[src/rtl/wu_line_pixel_generator_macros.svh]
// assertion macros for the wu line pixel generator
// no dependencies; included by the top level
`ifndef WU_LINE_PIXEL_GENERATOR_MACROS_SVH
`define WU_LINE_PIXEL_GENERATOR_MACROS_SVH

// same-cycle implication, disabled during reset
`define WLPG_ASSERT_NOW(label, clk, rst, ante, cons, msg) \
   label: assert property (@(posedge clk) disable iff (rst) (ante) |-> (cons)) \
      else $error(msg);

// next-cycle implication, disabled during reset
`define WLPG_ASSERT_NEXT(label, clk, rst, ante, cons, msg) \
   label: assert property (@(posedge clk) disable iff (rst) (ante) |=> (cons)) \
      else $error(msg);

`endif

[src/rtl/wlpg_pkg.sv]
// shared constants, types and pixel helper for the wu line pixel generator
// no dependencies
package wlpg_pkg;

   localparam int COORD_BITS     = 12;
   localparam int FRAC_BITS      = 16;
   localparam int POS_BITS       = COORD_BITS + FRAC_BITS;
   localparam int SLOPE_BITS     = FRAC_BITS + 2;
   localparam int DIVIDEND_BITS  = COORD_BITS + FRAC_BITS;
   localparam int DIV_COUNT_BITS = $clog2(DIVIDEND_BITS);

   localparam logic FUNC_LOAD = 1'b0;
   localparam logic FUNC_STEP = 1'b1;

   typedef struct packed {
      logic busy;
      logic done;
   } div_status_type;

   typedef struct packed {
      logic [COORD_BITS-1:0] x;
      logic [COORD_BITS:0]   y;
      logic                  last;
   } pixel_type;

   // map major/minor back to original axes
   function automatic pixel_type make_pixel(input logic                  steep,
                                            input logic [COORD_BITS-1:0] major,
                                            input logic [COORD_BITS:0]   minor,
                                            input logic                  last);
      pixel_type p;
      p.x    = steep ? minor[COORD_BITS-1:0] : major;
      p.y    = steep ? {1'b0, major} : minor;
      p.last = last;
      return p;
   endfunction

endpackage

[src/rtl/wlpg_div.sv]
// restoring shift-subtract divider, one quotient bit per cycle
// depends on wlpg_pkg
module wlpg_div (
   input  logic                                  clock,
   input  logic                                  reset,
   input  logic                                  start,
   input  logic [wlpg_pkg::DIVIDEND_BITS-1:0]    dividend,
   input  logic [wlpg_pkg::COORD_BITS-1:0]       divisor,
   output wlpg_pkg::div_status_type              status,
   output logic [wlpg_pkg::DIVIDEND_BITS-1:0]    quotient
);
   import wlpg_pkg::*;

   logic [COORD_BITS-1:0]     rem_ff, rem_in;
   logic [DIVIDEND_BITS-1:0]  quo_ff, quo_in;
   logic [COORD_BITS-1:0]     div_ff, div_in;
   logic [DIV_COUNT_BITS-1:0] count_ff, count_in;
   logic                      busy_ff, busy_in;
   logic                      done_ff, done_in;

   logic [COORD_BITS:0] shifted;
   logic [COORD_BITS:0] trial;
   logic                fits;

   assign shifted = {rem_ff, quo_ff[DIVIDEND_BITS-1]};
   assign trial   = shifted - {1'b0, div_ff};
   assign fits    = !trial[COORD_BITS];

   always_comb begin
      rem_in   = rem_ff;
      quo_in   = quo_ff;
      div_in   = div_ff;
      count_in = count_ff;
      busy_in  = busy_ff;
      done_in  = 1'b0;
      if (start) begin
         rem_in   = '0;
         quo_in   = dividend;
         div_in   = divisor;
         count_in = DIV_COUNT_BITS'(DIVIDEND_BITS - 1);
         busy_in  = 1'b1;
      end else if (busy_ff) begin
         rem_in = fits ? trial[COORD_BITS-1:0] : shifted[COORD_BITS-1:0];
         quo_in = {quo_ff[DIVIDEND_BITS-2:0], fits};
         if (count_ff == '0) begin
            busy_in = 1'b0;
            done_in = 1'b1;
         end else begin
            count_in = count_ff - 1'b1;
         end
      end
   end

   always_ff @(posedge clock) begin
      if (reset) begin
         busy_ff  <= 1'b0;
         done_ff  <= 1'b0;
         count_ff <= '0;
      end else begin
         busy_ff  <= busy_in;
         done_ff  <= done_in;
         count_ff <= count_in;
      end
      rem_ff <= rem_in;
      quo_ff <= quo_in;
      div_ff <= div_in;
   end

   assign status.busy = busy_ff;
   assign status.done = done_ff;
   assign quotient    = quo_ff;

endmodule

[src/rtl/wu_line_pixel_generator.sv]
// wu line pixel generator: a load goes through accept, the gradient divide (one
// divider iteration per dividend bit), finish and the move to the output queue;
// the next item is taken once the sequencer is idle and the pair has left the pending
// register; step rate is set by the two result items sharing one output port and by
// the pair moving from the pending register only into the drained queue
// reset (synchronous, active high) clears sequencer, queue and line state
module wu_line_pixel_generator (
   input  logic                              clock,
   input  logic                              reset,
   input  logic                              req_valid,
   output logic                              req_ready,
   input  logic                              req_func,
   input  logic [wlpg_pkg::COORD_BITS-1:0]   req_x_start,
   input  logic [wlpg_pkg::COORD_BITS-1:0]   req_y_start,
   input  logic [wlpg_pkg::COORD_BITS-1:0]   req_x_end,
   input  logic [wlpg_pkg::COORD_BITS-1:0]   req_y_end,
   output logic                              rsp_valid,
   input  logic                              rsp_ready,
   output logic [wlpg_pkg::COORD_BITS-1:0]   rsp_pixel_x,
   output logic [wlpg_pkg::COORD_BITS:0]     rsp_pixel_y,
   output logic                              rsp_line_last
);
   import wlpg_pkg::*;
`include "wu_line_pixel_generator_macros.svh"

   typedef enum logic {
      ST_IDLE,
      ST_DIV
   } state_type;

   state_type state_ff, state_in;

   // line state
   logic                    steep_ff, steep_in;
   logic [COORD_BITS-1:0]   column_ff, column_in;
   logic [COORD_BITS-1:0]   final_column_ff, final_column_in;
   logic [POS_BITS-1:0]     minor_position_ff, minor_position_in;
   logic [SLOPE_BITS-1:0]   slope_ff, slope_in;
   logic                    drawing_ff, drawing_in;

   // ordered endpoints held while the divider runs
   logic [COORD_BITS-1:0]   a1_ff, a1_in, b1_ff, b1_in;
   logic [COORD_BITS-1:0]   a2_ff, a2_in, b2_ff, b2_in;
   logic [COORD_BITS-1:0]   dx_ff, dx_in;
   logic                    dyneg_ff, dyneg_in;

   // pending pixel pair, then a two-entry output queue
   logic                    pend_valid_ff, pend_valid_in;
   pixel_type               pend0_ff, pend0_in, pend1_ff, pend1_in;
   logic                    q0_valid_ff, q0_valid_in, q1_valid_ff, q1_valid_in;
   pixel_type               q0_ff, q0_in, q1_ff, q1_in;

   logic req_take;
   logic rsp_take;
   logic transfer;

   // load-side decode of the incoming endpoints
   logic [COORD_BITS-1:0] adx, ady;
   logic                  steep_c;
   logic [COORD_BITS-1:0] sa1, sb1, sa2, sb2;
   logic [COORD_BITS-1:0] oa1, ob1, oa2, ob2;
   logic                  dyneg_c;
   logic [COORD_BITS-1:0] dymag_c;

   // divider
   logic                     div_start;
   div_status_type           div_status;
   logic [DIVIDEND_BITS-1:0] div_quotient;

   // load finish
   logic [SLOPE_BITS-1:0] mag_c;
   logic [SLOPE_BITS-1:0] slope_c;
   logic                  drawing_c;

   // step
   logic [COORD_BITS-1:0] floor_c;
   logic [COORD_BITS:0]   upper_c;
   logic                  last_c;
   logic [POS_BITS-1:0]   slope_ext;

   assign req_ready = (state_ff == ST_IDLE) && !pend_valid_ff;
   assign req_take  = req_valid && req_ready;
   assign rsp_valid = q0_valid_ff;
   assign rsp_take  = rsp_valid && rsp_ready;
   // the pair moves in only when the queue has drained
   assign transfer  = pend_valid_ff && !q0_valid_ff && !q1_valid_ff;

   assign rsp_pixel_x   = q0_ff.x;
   assign rsp_pixel_y   = q0_ff.y;
   assign rsp_line_last = q0_ff.last;

   // steepness and ordering by the major axis
   always_comb begin
      adx     = (req_x_start > req_x_end) ? req_x_start - req_x_end : req_x_end - req_x_start;
      ady     = (req_y_start > req_y_end) ? req_y_start - req_y_end : req_y_end - req_y_start;
      steep_c = adx < ady;
      sa1     = steep_c ? req_y_start : req_x_start;
      sb1     = steep_c ? req_x_start : req_y_start;
      sa2     = steep_c ? req_y_end   : req_x_end;
      sb2     = steep_c ? req_x_end   : req_y_end;
      if (sa2 < sa1) begin
         oa1 = sa2;
         ob1 = sb2;
         oa2 = sa1;
         ob2 = sb1;
      end else begin
         oa1 = sa1;
         ob1 = sb1;
         oa2 = sa2;
         ob2 = sb2;
      end
      dyneg_c = ob2 < ob1;
      dymag_c = dyneg_c ? ob1 - ob2 : ob2 - ob1;
   end

   assign div_start = req_take && (req_func == FUNC_LOAD);

   wlpg_div u_div (
      .clock    (clock),
      .reset    (reset),
      .start    (div_start),
      .dividend ({dymag_c, {FRAC_BITS{1'b0}}}),
      .divisor  (oa2 - oa1),
      .status   (div_status),
      .quotient (div_quotient)
   );

   // quotient never exceeds one, so FRAC_BITS+1 bits hold it
   always_comb begin
      mag_c     = {1'b0, div_quotient[FRAC_BITS:0]};
      if (dx_ff == '0) begin
         slope_c = '0;
      end else begin
         slope_c = dyneg_ff ? SLOPE_BITS'(-mag_c) : mag_c;
      end
      drawing_c = ({1'b0, a1_ff} + 1'b1) < {1'b0, a2_ff};
   end

   assign slope_ext = {{(POS_BITS - SLOPE_BITS){slope_ff[SLOPE_BITS-1]}}, slope_ff};
   assign floor_c   = minor_position_ff[POS_BITS-1:FRAC_BITS];
   assign upper_c   = {1'b0, floor_c} + 1'b1;
   assign last_c    = ({1'b0, column_ff} + 1'b1) >= {1'b0, final_column_ff};

   always_comb begin
      state_in          = state_ff;
      steep_in          = steep_ff;
      column_in         = column_ff;
      final_column_in   = final_column_ff;
      minor_position_in = minor_position_ff;
      slope_in          = slope_ff;
      drawing_in        = drawing_ff;
      a1_in             = a1_ff;
      b1_in             = b1_ff;
      a2_in             = a2_ff;
      b2_in             = b2_ff;
      dx_in             = dx_ff;
      dyneg_in          = dyneg_ff;
      pend_valid_in     = pend_valid_ff;
      pend0_in          = pend0_ff;
      pend1_in          = pend1_ff;
      q0_valid_in       = q0_valid_ff;
      q1_valid_in       = q1_valid_ff;
      q0_in             = q0_ff;
      q1_in             = q1_ff;

      // output queue: a transfer fills both entries, else a pop shifts the second entry forward
      if (transfer) begin
         q0_in         = pend0_ff;
         q1_in         = pend1_ff;
         q0_valid_in   = 1'b1;
         q1_valid_in   = 1'b1;
         pend_valid_in = 1'b0;
      end else if (rsp_take) begin
         q0_in       = q1_ff;
         q0_valid_in = q1_valid_ff;
         q1_valid_in = 1'b0;
      end

      unique case (state_ff)
         ST_IDLE: begin
            if (req_take) begin
               if (req_func == FUNC_LOAD) begin
                  // abandon any active line, hold ordered endpoints
                  steep_in   = steep_c;
                  a1_in      = oa1;
                  b1_in      = ob1;
                  a2_in      = oa2;
                  b2_in      = ob2;
                  dx_in      = oa2 - oa1;
                  dyneg_in   = dyneg_c;
                  drawing_in = 1'b0;
                  state_in   = ST_DIV;
               end else if (drawing_ff) begin
                  // one interior column: lower and upper pixel
                  pend0_in          = make_pixel(steep_ff, column_ff, {1'b0, floor_c}, 1'b0);
                  pend1_in          = make_pixel(steep_ff, column_ff, upper_c, last_c);
                  pend_valid_in     = 1'b1;
                  minor_position_in = minor_position_ff + slope_ext;
                  column_in         = column_ff + 1'b1;
                  if (last_c) begin
                     drawing_in = 1'b0;
                  end
               end
            end
         end
         ST_DIV: begin
            if (div_status.done) begin
               slope_in          = slope_c;
               minor_position_in = {b1_ff, {FRAC_BITS{1'b0}}} +
                                   {{(POS_BITS - SLOPE_BITS){slope_c[SLOPE_BITS-1]}}, slope_c};
               column_in         = a1_ff + 1'b1;
               final_column_in   = a2_ff;
               drawing_in        = drawing_c;
               // endpoints in ordered form
               pend0_in          = make_pixel(steep_ff, a1_ff, {1'b0, b1_ff}, 1'b0);
               pend1_in          = make_pixel(steep_ff, a2_ff, {1'b0, b2_ff}, !drawing_c);
               pend_valid_in     = 1'b1;
               state_in          = ST_IDLE;
            end
         end
         default: state_in = ST_IDLE;
      endcase
   end

   always_ff @(posedge clock) begin
      if (reset) begin
         state_ff          <= ST_IDLE;
         steep_ff          <= 1'b0;
         column_ff         <= '0;
         final_column_ff   <= '0;
         minor_position_ff <= '0;
         slope_ff          <= '0;
         drawing_ff        <= 1'b0;
         pend_valid_ff     <= 1'b0;
         q0_valid_ff       <= 1'b0;
         q1_valid_ff       <= 1'b0;
      end else begin
         state_ff          <= state_in;
         steep_ff          <= steep_in;
         column_ff         <= column_in;
         final_column_ff   <= final_column_in;
         minor_position_ff <= minor_position_in;
         slope_ff          <= slope_in;
         drawing_ff        <= drawing_in;
         pend_valid_ff     <= pend_valid_in;
         q0_valid_ff       <= q0_valid_in;
         q1_valid_ff       <= q1_valid_in;
      end
      a1_ff    <= a1_in;
      b1_ff    <= b1_in;
      a2_ff    <= a2_in;
      b2_ff    <= b2_in;
      dx_ff    <= dx_in;
      dyneg_ff <= dyneg_in;
      pend0_ff <= pend0_in;
      pend1_ff <= pend1_in;
      q0_ff    <= q0_in;
      q1_ff    <= q1_in;
   end

   // queue fills from the front
   `WLPG_ASSERT_NOW(a_queue_order, clock, reset, q1_valid_ff, q0_valid_ff, "queue tail without head")
   // no new item while the gradient is being formed
   `WLPG_ASSERT_NOW(a_busy_stall, clock, reset, div_status.busy, !req_ready, "ready during divide")
   // a moved pair shows up as two queued items
   `WLPG_ASSERT_NEXT(a_pair_moved, clock, reset, transfer, q0_valid_ff && q1_valid_ff && !pend_valid_ff, "pair lost on transfer")

endmodule

[config.mk]
export PLATFORM = sky130hd
export DESIGN_NAME = wu_line_pixel_generator
export DESIGN_NICKNAME = d
export VERILOG_FILES = /design/src/rtl/wlpg_pkg.sv /design/src/rtl/wlpg_div.sv /design/src/rtl/wu_line_pixel_generator.sv
export VERILOG_INCLUDE_DIRS = /design/src /design/src/rtl
export SDC_FILE = /design/constraint.sdc
export NUM_CORES = 1
export LEC_CHECK = 0
export ABC_CLOCK_PERIOD_IN_PS = 13400
export BUFFER_PORTS_ARGS = -buffer_cell sky130_fd_sc_hd__buf_2
export CELL_PAD_IN_SITES_DETAIL_PLACEMENT = 0
export CELL_PAD_IN_SITES_GLOBAL_PLACEMENT = 2
export CORE_AREA = 4 4 277 279
export DETAILED_ROUTE_END_ITERATION = 10
export DIE_AREA = 0 0 281 283
export PLACE_DENSITY = 0.64
export SETUP_SLACK_MARGIN = 0.5
export SYNTH_ARGS = -nofsm -noshare
export SYNTH_HDL_FRONTEND = slang
export SYNTH_SLANG_ARGS = --single-unit
[constraint.sdc]
create_clock -name clock -period 13.4 [get_ports clock]
set_input_delay 1.34 -clock clock [delete_from_list [all_inputs] [get_ports clock]]
set_output_delay 1.34 -clock clock [all_outputs]
set_load 0.02 [all_outputs]
==> impl_results.md, run 1 <==
- Worst Max-Slew Pin Slew: 1.02 ns
- Clock transition at path regs: around 0.060 ns
- CTS tree: done
- Sequential area share after synthesis: 0.367
- Hpwl dp: roughly 53000 um
- Number of global-route vias before repair: between 15k and 20k
- Outcome: complete, no violations
- Crit start category: input port
- Fill cells: 7785
- Clock tree buffer depth: 3
- Minimum clock period: ~11 ns
- Fin. Hold Viols: 0
- Post-synth EDFFs: around 190
- Cell row count: 100
- H-tree levels: 2
- Yosys reg bits: slightly below 300
- ANT nets after route: 0
- Final setup fails: 0
- Die W: between 200 and 300 um
- Most common library cells after synthesis: nand2_1 (261), nor2_1 (256), a21oi_1 (199), edfxtp_1 (187), inv_1 (170)
- Final Skew: ~0.038 ns
- Starting DRC count in detailed routing: between 1k and 1.5k
- Cell area after synthesis: about 21000 sq um
- Share of layout cells above drive strength 1: 0.103
- Post-layout util: 0.322
- Period utilization: 0.857
- Nets: 2659
- RSZ-0062 raised after global routing: no
- CP max stage delay: 0.81 ns
- M1 GR Usage: 0.229
- Yosys warning total: 0
- Most crowded layer after global routing: met2
- Most area-consuming cells after synthesis: edfxtp_1 (26%), dfxtp_1 (10%), ha_1 (9.6%)
- # diodes: 0
- Max FO, Critical Path: 53
- Core Box Area: 74200 sq um
- Setup_tns: 0 ns
- Setup Fix Bufs, Post-CTS: 0
- Die height: about 280 um
- CTS root buffer: clkbuf_16
- Post-synth top flop: edfxtp_1
- # clock sinks: between 200 and 300
- Fin Hold WS: between 0.4 and 0.5 ns
- WL/cell: 20.2 um
- Synth Area per Inst: just under 9 sq um
- Area leader, netlist: edfxtp_1
- Port buffer count: 80
- Normalized max-slew margin: 0.320
- Most frequent cell after synthesis: nand2_1
- Library cells used by synthesis: a little under 90
- Die Area: roughly 80000 sq um
- Post-synth net total: approximately 2.6k
- IO Pins: 81
- Post_cts resized: 0
- Kind of critical path: in -> reg
- WL final: between 60000 and 70000 um
- Met3 global-route usage: 0.0203
- Total CTS buffers: 36
- Drt first pass iters: 8
- Starting density of the core: 0.288
- Hold Path Class: reg -> reg
- Cell count after synthesis: about 2.4k
- Top cell type's share of synthesized area: 0.263
- Maxcap violations: 0
- Crit path required time: about 14 ns
- Global route total overflow: 0
- First-pass GRT wire length: 106000 um
- Slew Viols, Final: 0
- Gpl congestion: a little under 0.9
- Ys async rst share: 0
- Total track usage: 0.171
- Max Clock Freq: about 87 MHz
- Vias/cell: 5.10
- # DRC: 0
- Critical Path End Type: flop
- Worst Path Arrival: 11.78 ns
- Initial antenna violation count: 0
- Clk_lat worst skew: around 0.55 ns
- Pin count of the biggest net entering global routing: 85
- Vias: approximately 17k
- Met2 usage: 0.283
- Leakage power: between 9 and 10 nW
- Total power per unit cell area: approximately 250 nW/um^2
- Slowest CP cell: a21oi_4
- Max VDD drop: ~0.21 mV
- # hold bufs at CTS: 0
- Area Overhead vs Synth: 12.0%
worst max-delay path, delay by kind of cell:
kind,cells,cell delay (ns)
xor+xnor,2,0.36
mux,3,0.78
simple gates,5,0.69
compound gates,22,5.78
buf+inv,6,1.29
fa+ha+maj,5,1.50
cell usage in the layout (no fill, tap or decap), types with 17 or more instances in the layout:
| master | instances |
|---|---|
| nand2_1 | 260 |
| nor2_1 | 254 |
| a21oi_1 | 199 |
| edfxtp_1 | 187 |
| inv_1 | 168 |
| ha_1 | 163 |
| o21ai_0 | 142 |
| dfxtp_1 | 109 |
| mux2i_1 | 101 |
| buf_2 | 80 |
| xnor2_1 | 72 |
| a21o_1 | 52 |
| nand3_1 | 50 |
| xor2_1 | 48 |
| mux2_2 | 42 |
| o211ai_1 | 39 |
| clkbuf_16 | 38 |
| a211oi_1 | 34 |
| nor3_1 | 34 |
| nand2b_1 | 24 |
| and2_1 | 23 |
| nor2b_1 | 20 |
| nand4_1 | 20 |
| a31oi_1 | 20 |
| o21a_1 | 18 |
| buf_4 | 18 |
| o21ai_1 | 17 |
routing by layer:
layer,routed length [um],part of all wire,vias to the layer above
met5,0,0,-
met4,2540,0.037,0
met3,2580,0.037,97
met2,32300,0.47,395
met1,31800,0.46,8355
li1,-,-,8651
power breakdown:
| part | internal (W) | switching (W) |
|---|---|---|
| Combinational | 0.00127 | 0.00221 |
| Clock | 0.000631 | 0.000410 |
| Sequential | 0.00124 | 0.000123 |
cell families (layout without fill, tap and decap cells):
kind of cell	count (synthesis)	in the layout	synth area share
simple gates	744	744	0.154
compound gates	632	632	0.187
buf+inv	300	337	0.0545
flops	298	298	0.367
fa+ha+maj	175	175	0.105
mux	156	156	0.0829
xor+xnor	120	120	0.0493
sequential cells by signal (all words and copies together) (netlist names), 13 cells and up:
name               flops
pend1_ff              26
pend0_ff              24
q1_ff                 26
minor_position_ff     28
rsp_pixel_y           13
u_div.quotient        28
slope_ff              18
through the flow:
step	cell area (sq um)	instances	worst slack [ns]	total power (W)
CTS	23900	3431	1.93	0.00593
finish	23900	3431	1.91	0.00588
detailed placement	22600	3366	1.40	0.00485
global route	23900	3431	0.985	0.00634
floorplan	21300	2425	2.36	0.00385
global placement	22600	3366	1.58	0.00485
path summary, 6_finish.rpt:
kind	startpoint	endpoint	slack, ns	cells after the start
max	req_x_start[0]	u_div.quotient[18]$_DFFE_PP_	1.91	43
min	pend1_ff[18]$_DFFE_PP_	q1_ff[18]$_DFFE_PP_	0.42	0
max reg2reg	state_ff$_SDFF_PP0_	column_ff[2]$_SDFFE_PP0P_	8.36	12
min reg2reg	pend1_ff[18]$_DFFE_PP_	q1_ff[18]$_DFFE_PP_	0.42	0
area by class of cell:
type | count | area [sq um] | share of cell area
Multi-Input combinational cell | 1827 | 12400 | 0.518
Sequential cell | 298 | 7840 | 0.328
Tap cell | 969 | 1210 | 0.0507
Clock buffer | 43 | 990 | 0.0414
Inverter | 173 | 652 | 0.0273
Timing Repair Buffer | 99 | 556 | 0.0232
Clock inverter | 22 | 279 | 0.0117
No activity file was read; power rests on OpenSTA's default activity.
==> run 2: changes to the inputs <==
Settings changed: CAP_MARGIN set to 30, REMOVE_ABC_BUFFERS set to 1.
==> run 2 against run 1 <==
Worst setup slack gained 0.47 ns; clock skew shrank 0.014 ns; non-clock buffer count grew 7; die area is the same; flip-flop and latch count is the same; final cell count grew 0.23%; power shrank 2.4%; critical path type unchanged.
==> impl_results.md, run 2 (synthesized netlist as in run 1, its figures left out) <==
- # DRC: 0
- Normalized max-slew margin: 0.407
- Starting DRC count in detailed routing: around 1.0k
- Outcome: complete, no violations
- Share of layout cells above drive strength 1: 0.101
- Worst Max-Slew Pin Slew: between 0.8 and 0.9 ns
- CTS tree: done
- R2r setup slk: ~8.6 ns
- Max Clock Freq: approximately 90 MHz
- Pin count of the biggest net entering global routing: around 80
- Total track usage: 0.164
- Most frequent cells in the layout: nand2_1 (261), nor2_1 (254), a21oi_1 (199)
- Critical R2R Launch: u_div.quotient[2]$_SDFFE_PP0P_
- Pre-CTS worst setup slack: around 1.9 ns
- WL final: approximately 67000 um
- Die height: 283 um
- Minimum clock period: 11.02 ns
- CTS root buffer: clkbuf_16
- Maxcap violations: 0
- Global route total overflow: 0
- Crit start category: input port
- Period utilization: 0.822
- Post-layout util: 0.322
- Setup Fix Bufs, Post-CTS: 0
- Initial antenna violation count: 3
- Crit path required time: 13.69 ns
- Cell row count: 100
- Fin. Hold Viols: 0
- Die Area: around 80000 sq um
- Clk_lat worst skew: roughly 0.56 ns
- ANT nets after route: 0
- Total power per unit cell area: ~240 nW/um^2
- Total CTS buffers: 36
- Final setup fails: 0
- Vias/cell: around 5.0
- Slew Viols, Final: 0
- Setup WS post-layout: 2.38 ns
- Max VDD drop: around 0.16 mV
- Drt first pass iters: 5
- First-pass GRT wire length: 103000 um
- Critical Path End Type: flop
- # diodes: 0
- WHS Path Cells: 0
- Total power: between 0.005 and 0.006 W
- Most common cell on crit path: a21oi_1
- Final Skew: 0.0240 ns
- Clock transition at path regs: around 0.060 ns
- # hold bufs at CTS: 0
- Die W: 281 um
- Starting density of the core: 0.288
- Area Overhead vs Synth: 11.8%
- Nets: 2666
- Port buffer count: 80
- Fin Hold WS: 0.414 ns
- # clock sinks: 298
- Post_cts resized: 0
- Setup_tns: 0 ns
- Hold Path End: q1_ff[16]$_DFFE_PP_
- Slowest CP cell: a22o_4
- Worst Path Arrival: ~11 ns
- Vias: approximately 17k
- Hpwl dp: just over 50000 um
- R2r endpoint: minor_position_ff[27]$_SDFFE_PP0P_
- RSZ-0062 raised after global routing: no
- Kind of critical path: in -> reg
- Most common cell after layout, fill and taps aside: nand2_1
- R2R depth: 18
- Leakage power: ~9.5 nW
- WL/cell: just under 20 um
- IO Pins: roughly 80
- H-tree levels: 2
- Clock tree buffer depth: 3
- Hold Path Class: reg -> reg
- Number of global-route vias before repair: 17.2k
- Gpl congestion: around 0.87
- CP max stage delay: approximately 0.64 ns
- Core Box Area: between 70000 and 80000 sq um
- Worst hold path startpoint: pend1_ff[16]$_DFFE_PP_
- Max FO, Critical Path: 65
==> run 2: cell types whose count changed in the layout (fill, tap and decap cells not counted), moves of 2 or more <==
cell,change
buf_4,+6
bufinv_16,-2
clkbuf_1,+9
clkbuf_16,-2
clkinv_1,+2
clkinv_4,-2
clkinvlp_4,-3
inv_6,-2
==> run 2: per-stage QoR <==
| step | cell area (sq um) | cells |
|---|---|---|
| floorplan | 20800 | 2298 |
| global placement | 22700 | 3372 |
| detailed placement | 22700 | 3372 |
| CTS | 23800 | 3438 |
| global route | 23900 | 3439 |
| finish | 23900 | 3439 |
==> run 2: worst max path at each step <==
stage / start / to / cells after the start
4_1_cts: req_x_start[0] / u_div.quotient[22]$_DFFE_PP_ / 44
2_1_floorplan: req_x_start[0] / u_div.quotient[22]$_DFFE_PP_ / 40
3_3_place_gp: req_x_start[0] / u_div.quotient[18]$_DFFE_PP_ / 44
3_5_place_dp: req_x_start[0] / u_div.quotient[22]$_DFFE_PP_ / 44
5_1_grt: req_x_start[0] / u_div.quotient[22]$_DFFE_PP_ / 44
6_report: req_x_start[0] / u_div.quotient[22]$_DFFE_PP_ / 44
==> run 2: worst max-delay path, delay by kind of cell <==
| kind | cells | cell delay, ns |
|---|---|---|
| and+or+nand+nor | 4 | 0.49 |
| AOI/OAI and AO/OA | 25 | 6.10 |
| xor gates and xnor gates | 2 | 0.21 |
| muxes | 3 | 0.82 |
| adders and majority gates | 5 | 1.69 |
| buffers and inverters | 5 | 0.61 |
==> run 2: per-layer routing <==
layer  part of all wire  global-route usage
met3              0.030              0.0149
met2               0.49               0.286
met4              0.018              0.0348
met1               0.46               0.221
met5                  0                   0
==> run 2: cell type report <==
| cell class | count | area, sq um |
|---|---|---|
| clock inverter | 15 | 183 |
| inverter | 173 | 652 |
| fill | 7749 | 50300 |
| clock buffer | 51 | 987 |
| tap | 969 | 1210 |
| multi-input combinational | 1827 | 12400 |
| sequential | 298 | 7840 |
| timing repair buffer | 106 | 621 |
==> run 2: where the power goes <==
group	switching [W]	internal (W)	total, W	leakage, nW
logic	0.00214	0.00127	0.00341	6.29
clock network	0.000402	0.000578	0.000980	0.566
registers	0.000107	0.00124	0.00135	2.62
